`src/rtl/core/bbc_pkg.sv`:
```
// ---------------------------------------------------------------------------
// bbc_pkg
// Shared types and character codes for the bracket balance checker.
// ---------------------------------------------------------------------------
package bbc_pkg;

  // Byte codes of the delimiters
  localparam logic [7:0] CH_LPAREN = 8'h28;
  localparam logic [7:0] CH_RPAREN = 8'h29;
  localparam logic [7:0] CH_LSQUARE = 8'h5B;
  localparam logic [7:0] CH_RSQUARE = 8'h5D;
  localparam logic [7:0] CH_LBRACE = 8'h7B;
  localparam logic [7:0] CH_RBRACE = 8'h7D;
  localparam logic [7:0] CH_SLASH = 8'h2F;
  localparam logic [7:0] CH_STAR = 8'h2A;

  typedef enum logic [1:0] {
    KIND_PAREN  = 2'd0,
    KIND_SQUARE = 2'd1,
    KIND_BRACE  = 2'd2
  } kind_t;

  typedef enum logic [1:0] {
    OP_NOP  = 2'd0,
    OP_PUSH = 2'd1,
    OP_POP  = 2'd2
  } op_t;

  // One classified beat handed from front to back
  typedef struct packed {
    op_t   op;
    kind_t kind;
    logic  last;
    logic  open_comment;  // comment still open after the last character
  } tok_t;

endpackage

```
`src/rtl/core/bbc_front.sv`:
```
// ---------------------------------------------------------------------------
// bbc_front
// Accepts characters, tracks comment skipping, emits stack operations.
// ---------------------------------------------------------------------------
module bbc_front (
  input  logic          clk,
  input  logic          rst,
  input  logic [7:0]    char_code,
  input  logic          is_last,
  input  logic          in_valid,
  output logic          in_stall,
  input  logic          q_full,
  output logic          q_push,
  output bbc_pkg::tok_t q_tok
);
  import bbc_pkg::*;

  logic in_comment, in_comment_next;
  logic pending_slash, pending_slash_next;
  logic pending_star, pending_star_next;
  logic accept;

  assign in_stall = q_full;
  assign accept   = in_valid && !q_full;

  always_comb begin
    in_comment_next    = in_comment;
    pending_slash_next = pending_slash;
    pending_star_next  = pending_star;
    q_tok.op           = OP_NOP;
    q_tok.kind         = KIND_PAREN;
    if (in_comment) begin
      if (pending_star && char_code == CH_SLASH) begin
        in_comment_next   = 1'b0;
        pending_star_next = 1'b0;
      end else begin
        pending_star_next = (char_code == CH_STAR);
      end
    end else if (pending_slash && char_code == CH_STAR) begin
      // this star opens the comment and cannot also close it
      in_comment_next    = 1'b1;
      pending_slash_next = 1'b0;
      pending_star_next  = 1'b0;
    end else begin
      pending_slash_next = (char_code == CH_SLASH);
      case (char_code)
        CH_LPAREN:  begin q_tok.op = OP_PUSH; q_tok.kind = KIND_PAREN;  end
        CH_LSQUARE: begin q_tok.op = OP_PUSH; q_tok.kind = KIND_SQUARE; end
        CH_LBRACE:  begin q_tok.op = OP_PUSH; q_tok.kind = KIND_BRACE;  end
        CH_RPAREN:  begin q_tok.op = OP_POP;  q_tok.kind = KIND_PAREN;  end
        CH_RSQUARE: begin q_tok.op = OP_POP;  q_tok.kind = KIND_SQUARE; end
        CH_RBRACE:  begin q_tok.op = OP_POP;  q_tok.kind = KIND_BRACE;  end
        default: ;
      endcase
    end
    q_tok.last         = is_last;
    q_tok.open_comment = in_comment_next;
  end

  // plain characters never reach the queue unless they end the expression
  assign q_push = accept && (q_tok.op != OP_NOP || is_last);

  always_ff @(posedge clk) begin
    if (rst) begin
      in_comment    <= 1'b0;
      pending_slash <= 1'b0;
      pending_star  <= 1'b0;
    end else if (accept) begin
      if (is_last) begin
        in_comment    <= 1'b0;
        pending_slash <= 1'b0;
        pending_star  <= 1'b0;
      end else begin
        in_comment    <= in_comment_next;
        pending_slash <= pending_slash_next;
        pending_star  <= pending_star_next;
      end
    end
  end

endmodule

```
`src/rtl/core/bbc_queue.sv`:
```
// ---------------------------------------------------------------------------
// bbc_queue
// Two-entry queue of stack operations between front and back.
// ---------------------------------------------------------------------------
module bbc_queue (
  input  logic          clk,
  input  logic          rst,
  input  logic          push,
  input  bbc_pkg::tok_t push_tok,
  output logic          full,
  input  logic          pop,
  output logic          q_valid,
  output bbc_pkg::tok_t q_tok
);
  import bbc_pkg::*;

  tok_t       slots [2];
  logic       wr_ptr, rd_ptr;
  logic [1:0] fill;

  assign full    = (fill == 2'd2);
  assign q_valid = (fill != 2'd0);
  assign q_tok   = slots[rd_ptr];

  always_ff @(posedge clk) begin
    if (push) slots[wr_ptr] <= push_tok;
  end

  always_ff @(posedge clk) begin
    if (rst) begin
      wr_ptr <= 1'b0;
      rd_ptr <= 1'b0;
      fill   <= 2'd0;
    end else begin
      if (push) wr_ptr <= ~wr_ptr;
      if (pop)  rd_ptr <= ~rd_ptr;
      case ({push, pop})
        2'b10:   fill <= fill + 2'd1;
        2'b01:   fill <= fill - 2'd1;
        default: ;
      endcase
    end
  end

endmodule

```
`src/rtl/core/bbc_back.sv`:
```
// ---------------------------------------------------------------------------
// bbc_back
// Opener stack with cached top and prefetched next entry; result register.
// ---------------------------------------------------------------------------
module bbc_back #(
  parameter int STACK_DEPTH = 64
) (
  input  logic          clk,
  input  logic          rst,
  input  logic          q_valid,
  input  bbc_pkg::tok_t q_tok,
  output logic          q_pop,
  output logic          balanced,
  output logic          overflowed,
  output logic          out_valid,
  input  logic          out_stall
);
  import bbc_pkg::*;

  localparam int CW = $clog2(STACK_DEPTH + 1);
  localparam int AW = $clog2(STACK_DEPTH);

  // top of stack lives in a register, entries below it in the memory
  kind_t          mem [STACK_DEPTH];
  kind_t          top, top_next;
  kind_t          below;          // mem[count-2], kept fresh every cycle
  logic [CW-1:0]  count, count_step, count_next;
  logic           mismatch, mismatch_step;
  logic           overflow, overflow_step;
  logic           fire, out_free, finish;
  logic           we, fwd;
  logic [AW-1:0]  waddr, raddr;
  logic [CW-1:0]  cnt_m1, cnt_m2;

  assign out_free = !out_valid || !out_stall;
  assign fire     = q_valid && (!q_tok.last || out_free);
  assign q_pop    = fire;
  assign finish   = fire && q_tok.last;

  assign cnt_m1 = count - CW'(1);
  assign waddr  = cnt_m1[AW-1:0];

  always_comb begin
    count_step    = count;
    mismatch_step = mismatch;
    overflow_step = overflow;
    top_next      = top;
    we            = 1'b0;
    if (fire) begin
      case (q_tok.op)
        OP_PUSH: begin
          if (count == CW'(STACK_DEPTH)) begin
            overflow_step = 1'b1;
          end else begin
            we         = (count != '0);
            top_next   = q_tok.kind;
            count_step = count + CW'(1);
          end
        end
        OP_POP: begin
          if (count == '0 || top != q_tok.kind) begin
            mismatch_step = 1'b1;
          end else begin
            top_next   = below;
            count_step = cnt_m1;
          end
        end
        default: ;
      endcase
    end
    count_next = finish ? '0 : count_step;
  end

  assign cnt_m2 = count_next - CW'(2);
  assign raddr  = cnt_m2[AW-1:0];
  assign fwd    = we && (raddr == waddr);

  always_ff @(posedge clk) begin
    if (we) mem[waddr] <= top;
    if (fwd) below <= top;
    else     below <= mem[raddr];
    top <= top_next;
  end

  always_ff @(posedge clk) begin
    if (rst) begin
      count    <= '0;
      mismatch <= 1'b0;
      overflow <= 1'b0;
    end else begin
      count    <= count_next;
      mismatch <= finish ? 1'b0 : mismatch_step;
      overflow <= finish ? 1'b0 : overflow_step;
    end
  end

  always_ff @(posedge clk) begin
    if (rst) begin
      out_valid <= 1'b0;
    end else if (finish) begin
      out_valid <= 1'b1;
    end else if (!out_stall) begin
      out_valid <= 1'b0;
    end
  end

  always_ff @(posedge clk) begin
    if (finish) begin
      balanced   <= !mismatch_step && count_step == '0 && !q_tok.open_comment &&
                    !overflow_step;
      overflowed <= overflow_step;
    end
  end

endmodule

```
`src/rtl/core/bracket_balance_checker_core.sv`:
```
// ---------------------------------------------------------------------------
// bracket_balance_checker_core
// Checks (), [] and {} nesting over a character stream, skipping comments.
// ---------------------------------------------------------------------------
//
//   channel | handshake            | payload
//   --------+----------------------+------------------------------
//   in      | in_valid / in_stall  | char_code[7:0], is_last
//   out     | out_valid / out_stall| balanced, overflowed
//
// One character beat per cycle sustained. The front tracks comment state and
// turns each character into a push, a pop or nothing in the cycle it is
// taken; a two-entry queue hands operations to the back, which does one
// stack operation per cycle against a cached top register and a prefetched
// second entry from the stack memory. The last character reaches the result
// beat through the queue and the result register. Reset clears all control
// state; the stack memory needs no clearing. in_stall rises only when the
// queue is full, which happens when out_stall holds back a finished result.
// ---------------------------------------------------------------------------
module bracket_balance_checker_core #(
  parameter int STACK_DEPTH = 64
) (
  input  logic       clk,
  input  logic       rst,
  input  logic [7:0] char_code,
  input  logic       is_last,
  input  logic       in_valid,
  output logic       in_stall,
  output logic       balanced,
  output logic       overflowed,
  output logic       out_valid,
  input  logic       out_stall
);
  import bbc_pkg::*;

  // front -> queue
  logic q_push, q_full;
  tok_t push_tok;
  // queue -> back
  logic q_valid, q_pop;
  tok_t q_tok;

  bbc_front u_front (
    .clk       (clk),
    .rst       (rst),
    .char_code (char_code),
    .is_last   (is_last),
    .in_valid  (in_valid),
    .in_stall  (in_stall),
    .q_full    (q_full),
    .q_push    (q_push),
    .q_tok     (push_tok)
  );

  bbc_queue u_queue (
    .clk      (clk),
    .rst      (rst),
    .push     (q_push),
    .push_tok (push_tok),
    .full     (q_full),
    .pop      (q_pop),
    .q_valid  (q_valid),
    .q_tok    (q_tok)
  );

  bbc_back #(
    .STACK_DEPTH (STACK_DEPTH)
  ) u_back (
    .clk        (clk),
    .rst        (rst),
    .q_valid    (q_valid),
    .q_tok      (q_tok),
    .q_pop      (q_pop),
    .balanced   (balanced),
    .overflowed (overflowed),
    .out_valid  (out_valid),
    .out_stall  (out_stall)
  );

endmodule
```
`config.mk`:
```
export PLATFORM = sky130hd
export DESIGN_NAME = bracket_balance_checker_core
export DESIGN_NICKNAME = d
export VERILOG_FILES = /design/src/rtl/core/bbc_pkg.sv /design/src/rtl/core/bbc_front.sv /design/src/rtl/core/bbc_queue.sv /design/src/rtl/core/bbc_back.sv /design/src/rtl/core/bracket_balance_checker_core.sv
export SDC_FILE = /design/constraint.sdc
export NUM_CORES = 1
export LEC_CHECK = 0
export BUFFER_PORTS_ARGS = -buffer_cell sky130_fd_sc_hd__buf_2
export CAP_MARGIN = 20
export CORE_ASPECT_RATIO = 1.2
export CORE_UTILIZATION = 50
export DETAILED_ROUTE_END_ITERATION = 12
export PLACE_DENSITY = 0.66
export SLEW_MARGIN = 20
export SYNTH_ARGS = -nofsm -noshare
export SYNTH_HDL_FRONTEND = slang
export SYNTH_SLANG_ARGS = --single-unit
```
`constraint.sdc`:
```
create_clock -name clk -period 4.1 [get_ports clk]
set_input_delay 0.41 -clock clk [delete_from_list [all_inputs] [get_ports clk]]
set_output_delay 0.41 -clock clk [all_outputs]
set_load 0.01 [all_outputs]
```
; ---- Yosys cells after proc, flatten, opt, wreduce, memory -nomap -nowiden
; Memories as Yosys holds them, arrays and structs flattened. A register that Yosys moved wholly into a read port is not among the register bits.
; Cells that the tools add are included.
[classes]
eq_ne = 19
n_reduce_logical = 32
muxes = 40
bitwise_logic = 2
add_sub_neg = 5
[op_table]
columns = cell, n
row1 = $eq 8x6->1 const B, 4
row2 = $eq 8x7->1 const B, 4
row3 = $mux 1, 28
row4 = $mux 7, 4
row5 = $pmux 4 s6, 1
row6 = $logic_not 7->1, 2
row7 = $pmux 7 s2, 1
row8 = $logic_and 1x1->1, 9
row9 = $mux 4, 2
row10 = $pmux 2 s2, 2
row11 = $reduce_bool 2->1, 4
row12 = $add 7x1->7 const B, 1
row13 = $eq 7x7->1 const B, 1
row14 = $logic_not 1->1, 7
row15 = $reduce_bool 7->1, 1
row16 = $sub 7x1->7 const B, 1
row17 = $eq 2x2->1 const B, 3
row18 = $ne 2x2->1 const B, 3
row19 = $sub 6x2->6 const B, 1
row20 = $eq 2x1->1 const B, 2
row21 = $logic_or 1x1->1, 4
row22 = $mux 2, 2
row23 = $reduce_and 2->1, 2
row24 = $reduce_and 4->1, 1
row25 = other kinds (7), 8
[word_totals]
elab_cells = 113
out_inout_bits = 4
mem_bits_rw = 140
regBits = 21
in_bits = 13
n_memories = 2
[mem_list]
columns = memory, words, word_bits, rd, rd_clocked_by_memory_dff, write_ports, line_no
row1 = u_back.mem, 64, 2, 1, 1, 1, bbc_back.sv:24  ; kind_t mem [STACK_DEPTH];
row2 = u_queue.slots, 2, 6, 1, 1, 1, bbc_queue.sv:17  ; tok_t slots [2];

; ---- Logic depth before layout (Yosys ltp)
[depth]
depth_word = 9
ltp_mapped = 14
ltp_nobuf = 12

; ---- Modules after synthesis
; From an unflattened synthesis, not the netlist that was laid out.
[unflattened]
cells_unflattened = 528
hier_area_um2 = 7602.3
[modules_own_cells]
columns = module, cells_per_inst, seq_area_each_um2, area_per_inst_um2, n_inst
row1 = bbc_back, 431, 4284.1, 6536.3, 1
row2 = bbc_queue, 41, 460.4, 639.4, 1
row3 = bbc_front, 56, 60.1, 426.7, 1

; ---- Worst setup path after synthesis
; OpenSTA, ideal clock, no wires.
[synth_timing]
path_kind = reg2reg
startpoint = register u_back.top[1]
endpoint = register (tool-made name)
path_stages_with_launch = 9
arrival_ns = 2.910
setup_slack_ns = 1.121
required_time_ns = 4.031
synth_period_minus_slack_ns = 2.979
setup_time_ns = 0.069
n_path_buf = 0
path_cell_list = edfxtp_1 > xnor2_1 > nor3_2 > nand2_1 > o311a_1 > or2_2 > ha_1 > a311o_1 > o21ai_1
[synth_rtl]
columns = item, line_no
row1 = from (decl), bbc_back.sv:25  ; kind_t top, top_next;
row2 = from (signal assigned), bbc_back.sv:82  ; top <= top_next;

==> qor.yml <==
maxCapViolCount: 0
setup_viol: 0
tns_ns: 0
rows: 48
grt_overflow: 0
critPathKind: "flip-flop to flip-flop"
hp-start: "is_last"
p_per_area_mw_per_mm2: 520
synth_edf_count: 144
total_power_mw: 4.27
grt_usage_pct: 21.5
postCtsSetupBuffers: 0
ant_nets: 0
syn_avg_cell_area_sq_um: 14.4
cts.reportedPaths.clkPinSlew_ns: 0.06
worstPathMaxFanout: 10
grt_pass1_vias: 4419
timing.critical_path.mode_cell: "ha_1"
wl_um: 14900
start_util_pct: 51.2
wl_met3_um: 722
syn_area_sq_mm: 0.00738
cts.htree.levels: 4
fin_skew_ns: 0.0149
boundaryPins: 17
port_buffers: 16
worst_pin_slew_ns: 0.767
worstSetupEndpointType: "flip-flop"
min_period_over_period_pct: 78.1
worst_setup_path_start_kind: "flip-flop"
synthArstFlopShare_pct: 0
area_growth_pct: 11.2
syn_nets: 531
cp_top_family: "simple AND/OR/NAND/NOR gates"
grt_pass1_wl_um: 23800
die-area_sq_mm: 0.0153
outcome: "finished, final reports clean"
numCtsBuffers: 17
drive_gt1_share_pct: 18.6
rsz0062_at_grt: "false"
clk_latency_ns: 0.42
hold_buffers: 0
hold_class: "primary input to flip-flop"
clock-root-buffer: "clkbuf_16"
worstPathArrival_ns: 3.55
drtIter0Drc: 312
routed_via_density: 6.07
fp.dieW_um: 113
vdd_ir_drop_max_uv: 345
clock-sinks: 168
crit_path_cell_trace: "mux2i_1, ha_1, clkinv_1, or3_1, o311a_1, or2_2, ha_1, a311o_1, o21ai_1"
wl_met1_um: 6190
slowest_stage: "dfxtp_1"
p_leak_nw: 2.68
route.met2.wl_um: 7740
relSlewSlack_pct: 47.6
ys_seq_area_share_pct: 65.1
r2r_setup_slack_ns: 0.90
fin_crit_ns: 3.20
cts_tree: "yes"
synthCells: 512
ys_types: 57
cp_num_buf_inv: 1
diodes: 0
place_ws_ns: 0.965
finalMaxSlewViolations: 0
ys.flop_type: "edfxtp_1"
post-dp-hpwl_um: 9890
critPathRequiredTime_ns: 4.45
grt_max_degree: 65
place.gp.congestion: 0.818
drc_errors: 0
vias: 4363
dp.cells: 688
hold_viol: 0
design_area_sq_mm: 0.00821
ctsResizeCount: 0
holdWs_ns: 0.248
ff2ff_path_depth: 9
max_stage_delay_ns: 0.53
fmax_ghz: 0.312
min_path_cells: 1
clock_path_buffers: 2
wl_per_cell_um: 20.8
setup_ws_ns: 0.897
coreArea_sq_mm: 0.0144
hold_end: "u_queue.slots[0][1]"
postPlaceCellArea_sq_mm: 0.00762
final_cell_count_no_fill: 719
ys_seq_elements: 168
antenna_found_initial: 0
die_y_um: 135
fin_util_pct: 57.0
layout.nets: 551
drt_pass1_iterations: 5
routed.top_layer: "met4"
ys.warnings.count: 0
==> layout make-up <==
cell class / instances / area, sq um
fillers: 1167 / 6200
flip-flops and latches: 168 / 4810
multi-input cells: 309 / 2420
clock buffers: 20 / 437
well taps: 175 / 219
clock inverters: 11 / 149
repair buffers: 21 / 118
inverters: 15 / 56.3
==> cell usage in the layout (no fill, tap or decap), types with 13 or more instances in the layout <==
master,instances
edfxtp_1,144
nand2_1,28
a21oi_1,13
nor2_1,101
clkbuf_16,17
inv_1,13
buf_2,16
mux4_2,42
nand3_1,14
dfxtp_1,23
==> cell usage after synthesis (all sizes together) (2+ instances only) <==
cell type	number	area share, %
edfxtp	144	59
nor2	101	5.1
mux4	42	13
nand2	28	1.4
dfxtp	24	6.5
nand3	14	0.95
a21oi	13	0.88
inv	13	0.66
buf	12	0.92
o21ai	12	0.81
xnor2	9	1.1
clkbuf	8	0.41
a31oi	6	0.51
and3	6	0.51
ha	6	1.0
mux2i	6	0.81
nor3	6	0.47
or3	6	0.51
or2	4	0.34
and2	3	0.25
nand2b	3	0.25
nand4	3	0.25
nor2b	3	0.25
o31ai	3	0.31
xor2	3	0.36
a21o	2	0.20
a22oi	2	0.20
a2bb2oi	2	0.24
clkinv	2	0.10
mux2	2	0.31
nand3b	2	0.20
nor4b	2	0.32
nor4bb	2	0.27
o21a	2	0.20
==> how the worst max path moves through the flow <==
stage	endpoint	slack, ns	startpoint	cells after the start
final	flip-flop	0.90	flip-flop	9
after global routing	u_back.balanced	0.67	flip-flop	8
after CTS	flip-flop	0.93	flip-flop	9
after detailed placement	u_queue.fill[1]	0.97	char_code[4]	9
after global placement	flip-flop	1.03	flip-flop	12
after floorplan	flip-flop	1.12	u_back.top[1]	8
==> worst register-to-register path: stages, from the launching register on <==
cell and delay [ns]:
dfxtp_1 0.53, mux2i_1 0.33, ha_1 0.43, clkinv_1 0.35
or3_1 0.45, o311a_1 0.19, or2_2 0.31, ha_1 0.22
a311o_1 0.26, o21ai_1 0.07
==> cell families after synthesis <==
family | share of synthesized area (%)
and+or+nand+nor | 11.6
DFF | 65.1
AOI/OAI and AO/OA | 4.85
muxes | 13.9
buffers and inverters | 2.08
xor gates and xnor gates | 1.42
adders and majority gates | 1.02
==> routing by layer <==
layer / global-route usage (%) / vias up
met4: 7.75 / 0
met5: 0 / -
li1: - / 1989
met2: 36.3 / 151
met3: 4.71 / 22
met1: 27.6 / 2201
==> power breakdown <==
group	internal, mW	switching, mW
Clock	0.956	0.619
Combinational	0.309	0.414
Sequential	1.93	0.0435
Total	3.19	1.08
==> sequential cells by signal, summed over array words and instances (netlist names), named ones only <==
| name | flops |
|---|---|
| u_front.pending_slash | 1 |
| u_front.in_comment | 1 |
| u_back.balanced | 1 |
| u_back.overflowed | 1 |
| u_queue.wr_ptr | 1 |
| u_queue.rd_ptr | 1 |
| u_back.overflow | 1 |
| u_back.mismatch | 1 |
| u_queue.slots | 12 |
| u_back.out_valid | 1 |
| u_front.pending_star | 1 |
| u_back.mem | 128 |
| u_queue.fill | 2 |
| u_back.top | 2 |
| u_back.count | 7 |
Power figures use the tool's default switching activity.
